`config.mk`:
```
export PLATFORM = sky130hd
export DESIGN_NAME = self_calibrating_move_time
export DESIGN_NICKNAME = d
export VERILOG_FILES = /design/src/scmt_pkg.sv /design/src/scmt_div.sv /design/src/self_calibrating_move_time.sv
export SDC_FILE = /design/constraint.sdc
export NUM_CORES = 2
export LEC_CHECK = 0
export BUFFER_PORTS_ARGS = -buffer_cell sky130_fd_sc_hd__buf_2
export CAP_MARGIN = 15
export CELL_PAD_IN_SITES_DETAIL_PLACEMENT = 0
export CELL_PAD_IN_SITES_GLOBAL_PLACEMENT = 1
export CORE_ASPECT_RATIO = 0.5
export CORE_MARGIN = 8
export CORE_UTILIZATION = 51
export DETAILED_ROUTE_END_ITERATION = 8
export PLACE_DENSITY_LB_ADDON = 0.1
export SYNTH_ARGS = -nofsm -noshare
export SYNTH_HDL_FRONTEND = slang
export SYNTH_SLANG_ARGS = --single-unit
export TNS_END_PERCENT = 30
```
`constraint.sdc`:
```
create_clock -name clk_i -period 12.32 [get_ports clk_i]
set_input_delay 1.848 -clock clk_i [delete_from_list [all_inputs] [get_ports clk_i]]
set_output_delay 1.848 -clock clk_i [all_outputs]
set_load 0.1 [all_outputs]
```
`src/scmt_pkg.sv`:
```
package scmt_pkg;

  localparam int SCALE_W    = 14;
  localparam int SCALE_FRAC = 12;
  localparam logic [SCALE_W-1:0] SCALE_ONE = SCALE_W'(1 << SCALE_FRAC);
  localparam logic [SCALE_W-1:0] SCALE_LO  = SCALE_W'(1 << (SCALE_FRAC - 1));
  localparam logic [SCALE_W-1:0] SCALE_HI  = SCALE_W'(3 << SCALE_FRAC);

  localparam int DIST_W = 22;
  localparam int TIME_W = 26;
  localparam logic [TIME_W-1:0] TIME_MAX = {TIME_W{1'b1}};

  localparam int NUM_W = 67;
  localparam int DEN_W = 47;
  localparam int QUO_W = 26;
  localparam int CNT_W = $clog2(QUO_W + 1);

  localparam int MUL_A_W = 32;
  localparam int MUL_B_W = 27;
  localparam int PROD_W  = MUL_A_W + MUL_B_W;

  localparam logic [1:0] OP_OBSERVE   = 2'd0;
  localparam logic [1:0] OP_ESCAPE    = 2'd1;
  localparam logic [1:0] OP_MOVE      = 2'd2;
  localparam logic [1:0] OP_SAFE_MOVE = 2'd3;

  localparam logic [2:0] REG_MAX_SPEED  = 3'd0;
  localparam logic [2:0] REG_PWM_CAP    = 3'd1;
  localparam logic [2:0] REG_DEADZONE   = 3'd2;
  localparam logic [2:0] REG_WHEEL      = 3'd3;
  localparam logic [2:0] REG_MIN_TIME   = 3'd4;

  typedef struct packed {
    logic             start;
    logic [NUM_W-1:0] num;
    logic [DEN_W-1:0] den;
  } div_req_t;

  typedef struct packed {
    logic             done;
    logic             ovf;
    logic [QUO_W-1:0] quo;
  } div_res_t;

endpackage

```
`src/scmt_div.sv`:
```
module scmt_div import scmt_pkg::*; (
  input  logic     clk_i,
  input  logic     rst_ni,
  input  div_req_t req_i,
  output div_res_t res_o
);

  logic [DEN_W-1:0] rem_q, den_q;
  logic [QUO_W-1:0] quo_q;
  logic             ovf_q;
  logic [CNT_W-1:0] cnt_q;
  logic             busy_q, done_q;

  logic [DEN_W:0] trial, diff;
  logic           ge;

  assign trial = {rem_q, quo_q[QUO_W-1]};
  assign ge    = trial >= {1'b0, den_q};
  assign diff  = trial - {1'b0, den_q};

  always_ff @(posedge clk_i or negedge rst_ni) begin
    if (!rst_ni) begin
      busy_q <= 1'b0;
      done_q <= 1'b0;
      cnt_q  <= '0;
    end else begin
      done_q <= 1'b0;
      if (req_i.start) begin
        busy_q <= 1'b1;
        cnt_q  <= CNT_W'(QUO_W);
      end else if (busy_q) begin
        cnt_q <= cnt_q - 1'b1;
        if (cnt_q == CNT_W'(1)) begin
          busy_q <= 1'b0;
          done_q <= 1'b1;
        end
      end
    end
  end

  always_ff @(posedge clk_i) begin
    if (req_i.start) begin
      rem_q <= DEN_W'(req_i.num[NUM_W-1:QUO_W]);
      quo_q <= req_i.num[QUO_W-1:0];
      den_q <= req_i.den;
      ovf_q <= DEN_W'(req_i.num[NUM_W-1:QUO_W]) >= req_i.den;
    end else if (busy_q) begin
      rem_q <= ge ? diff[DEN_W-1:0] : trial[DEN_W-1:0];
      quo_q <= {quo_q[QUO_W-2:0], ge};
    end
  end

  assign res_o.done = done_q;
  assign res_o.ovf  = ovf_q;
  assign res_o.quo  = quo_q;

endmodule

```
`src/self_calibrating_move_time.sv`:
```
// Accepted calibration samples and move time queries use the shared 32x27
// multiplier and the 26-step restoring divider in turn. The input is ready only
// in the idle state, so a new item is taken only once the last one has reached
// the output stage. A finished result waits in the output register while the next item is taken.
// Reset (async, active low) restores the state, the configuration registers to
// their defaults, the scale to 1.0 and the sample count to zero.
module self_calibrating_move_time import scmt_pkg::*; (
  input  logic        clk_i,
  input  logic        rst_ni,
  input  logic        s_axis_tvalid,
  output logic        s_axis_tready,
  input  logic [79:0] s_axis_tdata,   // speed, distance_a, distance_b, time_cap, pad
  input  logic [1:0]  s_axis_tuser,   // operation
  output logic        m_axis_tvalid,
  input  logic        m_axis_tready,
  output logic [47:0] m_axis_tdata,   // move_time, scale_now, sample_count
  output logic        m_axis_tuser,   // accepted
  input  logic        cfg_valid_i,
  output logic        cfg_ready_o,
  input  logic [2:0]  cfg_index_i,
  input  logic [23:0] cfg_data_i
);

  localparam logic [3:0] ST_IDLE     = 4'd0;
  localparam logic [3:0] ST_CAL_GATE = 4'd1;
  localparam logic [3:0] ST_CAL_DIV  = 4'd2;
  localparam logic [3:0] ST_CAL_WAIT = 4'd3;
  localparam logic [3:0] ST_PWM_MUL  = 4'd4;
  localparam logic [3:0] ST_PWM_DIV  = 4'd5;
  localparam logic [3:0] ST_PWM_WAIT = 4'd6;
  localparam logic [3:0] ST_M2       = 4'd7;
  localparam logic [3:0] ST_M3       = 4'd8;
  localparam logic [3:0] ST_M4       = 4'd9;
  localparam logic [3:0] ST_M5       = 4'd10;
  localparam logic [3:0] ST_MT_DIV   = 4'd11;
  localparam logic [3:0] ST_MT_WAIT  = 4'd12;
  localparam logic [3:0] ST_PUSH     = 4'd13;

  logic [3:0]         state_q, state_d;
  logic [7:0]         msp_q, capr_q, dz_q;
  logic [19:0]        wheel_q;
  logic [23:0]        minmt_q;
  logic [SCALE_W-1:0] scale_q, scale_d;
  logic [7:0]         samp_q, samp_d;

  logic [1:0]         op_q;
  logic [8:0]         spd_q;
  logic [DIST_W-1:0]  dist_a_q, dist_b_q;
  logic [TIME_W-1:0]  tcap_q;

  logic [PROD_W-1:0]  prod_q;
  logic [26:0]        den_cal_q;
  logic [7:0]         pwm_q;
  logic [54:0]        num_q;
  logic [18:0]        gain_q;
  logic [TIME_W-1:0]  res_time_q;
  logic               res_ok_q;

  logic               out_valid_q;
  logic [TIME_W-1:0]  out_time_q;
  logic [SCALE_W-1:0] out_scale_q;
  logic [7:0]         out_samp_q;
  logic               out_ok_q;

  logic [MUL_A_W-1:0] mul_a;
  logic [MUL_B_W-1:0] mul_b;
  div_req_t           div_req;
  div_res_t           div_res;

  logic [7:0]  msp_eff, cap_eff;
  logic [19:0] wheel_eff;
  logic [8:0]  mag;
  logic [7:0]  s_lim, span;
  logic        safe;
  logic [4:0]  gn;
  logic [26:0] kgd;
  logic [26:0] a27, b27;
  logic        esc, gate_ok;
  logic [26:0] coef, den_cal;
  logic [8:0]  psum;
  logic [7:0]  pwm_fix;
  logic [SCALE_W-1:0] scale_clamp;
  logic [TIME_W-1:0]  tq, tmin, tfin;
  logic        in_acc, push;

  assign in_acc        = s_axis_tvalid && s_axis_tready;
  assign s_axis_tready = state_q == ST_IDLE;
  assign cfg_ready_o   = 1'b1;
  assign push          = state_q == ST_PUSH && (!out_valid_q || m_axis_tready);

  assign msp_eff   = (msp_q == '0) ? 8'd1 : msp_q;
  assign cap_eff   = (capr_q == '0) ? 8'd1 : capr_q;
  assign wheel_eff = (wheel_q == '0) ? 20'd1 : wheel_q;

  // speed magnitude, then limit to [1, max speed]
  assign mag = spd_q[8] ? 9'(10'd512 - {1'b0, spd_q}) : spd_q;
  always_comb begin
    if (mag == '0) s_lim = 8'd1;
    else if (mag > {1'b0, msp_eff}) s_lim = msp_eff;
    else s_lim = mag[7:0];
  end
  assign span = (cap_eff > dz_q) ? cap_eff - dz_q : 8'd0;

  assign safe = op_q == OP_SAFE_MOVE;
  always_comb begin
    if (!safe) begin
      gn  = 5'd1;
      kgd = 27'd1000000;
    end else if (samp_q >= 8'd3) begin
      gn  = 5'd23;
      kgd = 27'd20000000;
    end else begin
      gn  = 5'd9;
      kgd = 27'd5000000;
    end
  end

  // calibration gates and update terms
  assign a27 = 27'(dist_a_q);
  assign b27 = 27'(dist_b_q);
  assign esc = op_q == OP_ESCAPE;
  always_comb begin
    if (esc) begin
      gate_ok = a27 >= 27'd10000 && b27 >= 27'd2000 &&
                ((b27 << 2) + b27) >= (a27 << 1) &&
                b27 <= ((a27 << 1) + a27);
      coef    = (a27 << 2) + b27;
      den_cal = (a27 << 2) + a27;
    end else begin
      gate_ok = a27 >= 27'd20000 &&
                ((b27 << 3) + (b27 << 1)) >= ((a27 << 1) + a27) &&
                (b27 << 1) <= ((a27 << 3) - a27);
      coef    = (a27 << 4) + a27 + (b27 << 1) + b27;
      den_cal = (a27 << 4) + (a27 << 2);
    end
  end

  assign psum = {1'b0, dz_q} + {1'b0, div_res.quo[7:0]};
  always_comb begin
    if (psum > {1'b0, cap_eff}) pwm_fix = cap_eff;
    else if (psum == '0) pwm_fix = 8'd1;
    else pwm_fix = psum[7:0];
  end

  always_comb begin
    if (div_res.quo < QUO_W'(SCALE_LO)) scale_clamp = SCALE_LO;
    else if (div_res.quo > QUO_W'(SCALE_HI)) scale_clamp = SCALE_HI;
    else scale_clamp = div_res.quo[SCALE_W-1:0];
  end

  assign tq   = div_res.ovf ? TIME_MAX : div_res.quo[TIME_W-1:0];
  assign tmin = (tq < TIME_W'(minmt_q)) ? TIME_W'(minmt_q) : tq;
  always_comb begin
    if (dist_a_q == '0) tfin = '0;
    else if (tcap_q != '0 && tmin > tcap_q) tfin = tcap_q;
    else tfin = tmin;
  end

  // shared multiplier operand select
  always_comb begin
    mul_a = '0;
    mul_b = '0;
    case (state_q)
      ST_CAL_GATE: begin
        mul_a = MUL_A_W'(scale_q);
        mul_b = coef;
      end
      ST_PWM_MUL: begin
        mul_a = MUL_A_W'(s_lim);
        mul_b = MUL_B_W'(span);
      end
      ST_PWM_WAIT: begin
        mul_a = MUL_A_W'(dist_a_q);
        mul_b = MUL_B_W'(cap_eff);
      end
      ST_M2: begin
        mul_a = prod_q[MUL_A_W-1:0];
        mul_b = kgd;
      end
      ST_M3: begin
        mul_a = MUL_A_W'(scale_q);
        mul_b = MUL_B_W'(gn);
      end
      ST_M4: begin
        mul_a = MUL_A_W'(wheel_eff);
        mul_b = MUL_B_W'(pwm_q);
      end
      ST_M5: begin
        mul_a = prod_q[MUL_A_W-1:0];
        mul_b = MUL_B_W'(gain_q);
      end
      default: begin
        mul_a = '0;
        mul_b = '0;
      end
    endcase
  end

  always_comb begin
    div_req.start = 1'b0;
    div_req.num   = '0;
    div_req.den   = '0;
    case (state_q)
      ST_CAL_DIV: begin
        div_req.start = 1'b1;
        div_req.num   = NUM_W'(prod_q[40:0]) + NUM_W'(den_cal_q[26:1]);
        div_req.den   = DEN_W'(den_cal_q);
      end
      ST_PWM_DIV: begin
        div_req.start = 1'b1;
        div_req.num   = NUM_W'(prod_q[16:0]);
        div_req.den   = DEN_W'(msp_eff);
      end
      ST_MT_DIV: begin
        div_req.start = 1'b1;
        div_req.num   = {num_q, {SCALE_FRAC{1'b0}}};
        div_req.den   = prod_q[DEN_W-1:0];
      end
      default: begin
        div_req.start = 1'b0;
      end
    endcase
  end

  scmt_div u_div (
    .clk_i  (clk_i),
    .rst_ni (rst_ni),
    .req_i  (div_req),
    .res_o  (div_res)
  );

  always_comb begin
    state_d = state_q;
    scale_d = scale_q;
    samp_d  = samp_q;
    case (state_q)
      ST_IDLE: begin
        if (in_acc) begin
          if (s_axis_tuser == OP_OBSERVE || s_axis_tuser == OP_ESCAPE) state_d = ST_CAL_GATE;
          else state_d = ST_PWM_MUL;
        end
      end
      ST_CAL_GATE: state_d = gate_ok ? ST_CAL_DIV : ST_PUSH;
      ST_CAL_DIV:  state_d = ST_CAL_WAIT;
      ST_CAL_WAIT: begin
        if (div_res.done) begin
          scale_d = scale_clamp;
          if (samp_q != 8'hFF) samp_d = samp_q + 8'd1;
          state_d = ST_PUSH;
        end
      end
      ST_PWM_MUL:  state_d = ST_PWM_DIV;
      ST_PWM_DIV:  state_d = ST_PWM_WAIT;
      ST_PWM_WAIT: if (div_res.done) state_d = ST_M2;
      ST_M2:       state_d = ST_M3;
      ST_M3:       state_d = ST_M4;
      ST_M4:       state_d = ST_M5;
      ST_M5:       state_d = ST_MT_DIV;
      ST_MT_DIV:   state_d = ST_MT_WAIT;
      ST_MT_WAIT:  if (div_res.done) state_d = ST_PUSH;
      ST_PUSH:     if (push) state_d = ST_IDLE;
      default:     state_d = ST_IDLE;
    endcase
  end

  always_ff @(posedge clk_i or negedge rst_ni) begin
    if (!rst_ni) begin
      state_q     <= ST_IDLE;
      msp_q       <= 8'd80;
      capr_q      <= 8'd255;
      dz_q        <= 8'd170;
      wheel_q     <= 20'd165000;
      minmt_q     <= 24'd70000;
      scale_q     <= SCALE_ONE;
      samp_q      <= '0;
      out_valid_q <= 1'b0;
    end else begin
      state_q <= state_d;
      scale_q <= scale_d;
      samp_q  <= samp_d;
      if (cfg_valid_i && cfg_ready_o) begin
        case (cfg_index_i)
          REG_MAX_SPEED: msp_q   <= cfg_data_i[7:0];
          REG_PWM_CAP:   capr_q  <= cfg_data_i[7:0];
          REG_DEADZONE:  dz_q    <= cfg_data_i[7:0];
          REG_WHEEL:     wheel_q <= cfg_data_i[19:0];
          REG_MIN_TIME:  minmt_q <= cfg_data_i;
          default: begin
          end
        endcase
      end
      if (push) out_valid_q <= 1'b1;
      else if (m_axis_tready) out_valid_q <= 1'b0;
    end
  end

  always_ff @(posedge clk_i) begin
    prod_q <= PROD_W'(mul_a) * PROD_W'(mul_b);
    if (in_acc) begin
      op_q     <= s_axis_tuser;
      spd_q    <= s_axis_tdata[8:0];
      dist_a_q <= s_axis_tdata[30:9];
      dist_b_q <= s_axis_tdata[52:31];
      tcap_q   <= s_axis_tdata[78:53];
    end
    case (state_q)
      ST_CAL_GATE: begin
        den_cal_q  <= den_cal;
        res_time_q <= '0;
        res_ok_q   <= gate_ok;
      end
      ST_PWM_WAIT: pwm_q  <= pwm_fix;
      ST_M3:       num_q  <= prod_q[54:0];
      ST_M4:       gain_q <= prod_q[18:0];
      ST_MT_WAIT: begin
        res_time_q <= tfin;
        res_ok_q   <= 1'b0;
      end
      default: begin
      end
    endcase
    if (push) begin
      out_time_q  <= res_time_q;
      out_scale_q <= scale_q;
      out_samp_q  <= samp_q;
      out_ok_q    <= res_ok_q;
    end
  end

  assign m_axis_tvalid = out_valid_q;
  assign m_axis_tdata  = {out_samp_q, out_scale_q, out_time_q};
  assign m_axis_tuser  = out_ok_q;

endmodule
```
==> metrics.txt <==
status=finished, final reports clean; DR pass1 iterations=8; Reg power frac=a little over a fifth; register area share after synthesis=23.6%; antenna-violating nets left=0; max-cap violation count=0; port bufs=~160; fin crit period=~12 ns; CP Max Fanout=21; Finished Layout Cells=a little under 9000; Post-CTS Setup Inserts=0; Worst-path clk slew=about 0.060 ns; Max-slew headroom=under 10%; I/O Pins=roughly 170; peak supply drop=approximately 0.14 mV; routed len/inst=roughly 25 um; die width=~520 um; via count=between 50000 and 60000; CTS tree=yes; most numerous cell in the Yosys netlist=inv_1; core area=around 130000 um2; cell type with the highest aggregate area in the netlist=fa_1; R2R Path Start=dist_a_q[2]; Mapped Cells=6907; clk_skew=around 0.03 ns; gpl congestion=0.982; Pins Over Slew Limit=0; Detail Placement HPWL=around 180 mm; initial antenna violation count=12; Least-Margin Pin Slew=1.36 ns; total grt overflow=0; internal power=around 7 mW; Clock Latency Late Sink=about 0.67 ns; fin util=56.0%; Place WS=about 0.8 ns; maximum clock frequency=approximately 86 MHz; Final Hold Fails=0; CP endpoint kind=register; clock buffer depth=3; total wire length=~220 mm; Async SR Flop Fraction=18.8%; Worst Min Path Start=prod_q[52]; vias per cell=between 5 and 6; Post-synth EDFFs=between 300 and 400; WHS Endpoint=num_q[52]; Post-route DRC=0; Synth cell types=between 100 and 150; global-route usage over all layers=31.9%; Logic pwr share=about two thirds; Final Cycle Share=a little over nine tenths; Sw Share=51.4%; Synth area leaders=fa_1 (24%), edfxtp_1 (18%), ha_1 (12%); initial DRC count=5120; predominant post-synthesis flop cell=edfxtp_1; Post-synth top cells=inv_1 (1101), nand2_1 (1000), fa_1 (792); Synth top area share=~24%; Synth Cell Area=between 60000 and 70000 um2; crit path max-delay cell type=fa_1; vias in the first global route=54005; most frequent cell on the critical path=fa_1; Layout area overhead=8.90%; syn avg cell area=9.37 um2; die area=139000 um2; Crit Path Class=reg -> reg; Die H=between 200 and 300 um; Data required, critical path=12.90 ns; initial core utilization=slightly above 50%; number of synthesis warnings=0; CTS sink cnt=544; Psw=roughly 7.4 mW; first-pass GRT wire length=338 mm; Worst Reg2Reg Path Length in Cells=34; layout cell share with drive strength beyond 1=a little under 9%; root buffer cell=clkbuf_16; placed instance count=8741; r2r endpoint=prod_q[48]; Cell Pwr Density=205 nW/um2; htree depth=2; Yosys reg bits=about 540; Rows=92; Nets=roughly 8600; CP max stage delay=a little under 0.7 ns; Worst Path Arrival=12.25 ns; Leakage Power=about 33 nW; hold depth=0; final setup violation count=0; CTS buffer count=57; RSZ-0062 raised after global routing=false; FF-to-FF setup slack=approximately 0.65 ns; Clock Power Share=12.7%; hold crit path type=reg -> reg; PnR worst setup slack=roughly 0.65 ns; Worst setup SP type=register; Setup Total Neg Slack=0 ns; largest net degree at the start of global routing=99
## registers in the layout, indices dropped and copies added, names as in the netlist, 26 cells and up
name	cells
out_time_q	26
u_div.den_q	47
u_div.rem_q	47
den_cal_q	27
u_div.quo_q	26
res_time_q	26
num_q	55
tcap_q	26
prod_q	55
## repair_timing
| item | in CTS | in global routing |
|---|---|---|
| resized for setup | 0 | 1 |
| endpoints found under the setup margin | 0 | 2 |
| hold buffers | 0 | 0 |
## kinds of logic (layout without fill, tap and decap cells)
group / Yosys count / in the layout / synth area share (%)
other: 2 / 53 / 0.0116
flip-flops: 544 / 544 / 23.6
multiplexers: 84 / 84 / 1.41
XOR/XNOR: 251 / 251 / 3.40
AND/OR/NAND/NOR: 1951 / 1951 / 13.8
adder cells (fa/ha/maj): 1409 / 1409 / 36.4
buffers and inverters: 1363 / 1568 / 7.95
AO/OA/AOI/OAI: 1303 / 1303 / 13.4
## area by class of cell
cell class,instances,area (um2)
clock buffers,76,1590
well taps,1692,2120
diodes,6,15.0
flip-flops and latches,544,15200
inverters,1103,4140
multi-input cells,5045,44700
repair buffers,358,2290
fillers,11445,55400
clock inverters,31,370
## worst max-delay path: cells and delay by family, from the launching register on
kind                       cells  cell delay, ns
and+or+nand+nor                4            0.79
DFF                            1            0.61
xor gates and xnor gates       2            0.32
adders and majority gates     12            5.78
buffers and inverters          3            0.31
AOI/OAI and AO/OA             13            3.77
## layout by cell type (no fill, tap or decap), types with 56 or more instances in the layout
cell type	n
inv_1	1100
nand2_1	1000
fa_1	792
ha_1	616
edfxtp_1	381
nor2_1	290
o21ai_0	289
a21oi_1	287
buf_4	194
a21o_1	178
buf_2	162
xnor2_1	159
and2_1	124
xor2_1	92
dfrtp_1	76
nand3_1	71
nand4_1	66
nand2b_1	61
dfxtp_1	61
nor3_1	59
nor2b_1	59
clkbuf_16	59
o21a_1	56
## metal layers
layer | wire length (um) | vias to the layer above | global-route usage, %
met5 | 178 | - | 0
li1 | - | 23401 | -
met4 | 7050 | 12 | 9.07
met1 | 98200 | 26598 | 45.5
met3 | 23900 | 403 | 7.93
met2 | 94600 | 2427 | 48.6
## power groups by stage
| stage | registers [mW] | logic [mW] | clock network [mW] |
|---|---|---|---|
| finish | 3.17 | 9.46 | 1.84 |
| CTS | 3.16 | 9.28 | 1.88 |
| global route | 3.21 | 10.3 | 1.94 |
| global placement | 3.17 | 9.06 | 0 |
| floorplan | 3.15 | 6.13 | 0 |
| detailed placement | 3.19 | 9.20 | 0 |
## how the worst max path moves through the flow
stage,from,endpoint,slack (ns)
5_1_grt,dist_a_q[1],prod_q[48],0.06
2_1_floorplan,dist_a_q[2],prod_q[48],2.11
3_3_place_gp,dist_a_q[2],prod_q[48],0.85
3_5_place_dp,dist_a_q[1],prod_q[48],0.81
6_report,dist_a_q[2],prod_q[48],0.65
4_1_cts,dist_a_q[1],prod_q[48],0.74
## per-stage QoR
step | hold WS [ns] | total power [mW] | instance area (um2)
2_1_floorplan | 0.386 | 9.27 | 64900
3_3_place_gp | 0.389 | 12.2 | 68500
3_5_place_dp | 0.389 | 12.4 | 68500
4_1_cts | 0.403 | 14.3 | 70500
5_1_grt | 0.409 | 15.5 | 70500
6_report | 0.402 | 14.5 | 70500
No activity file was read; power rests on OpenSTA's default activity.
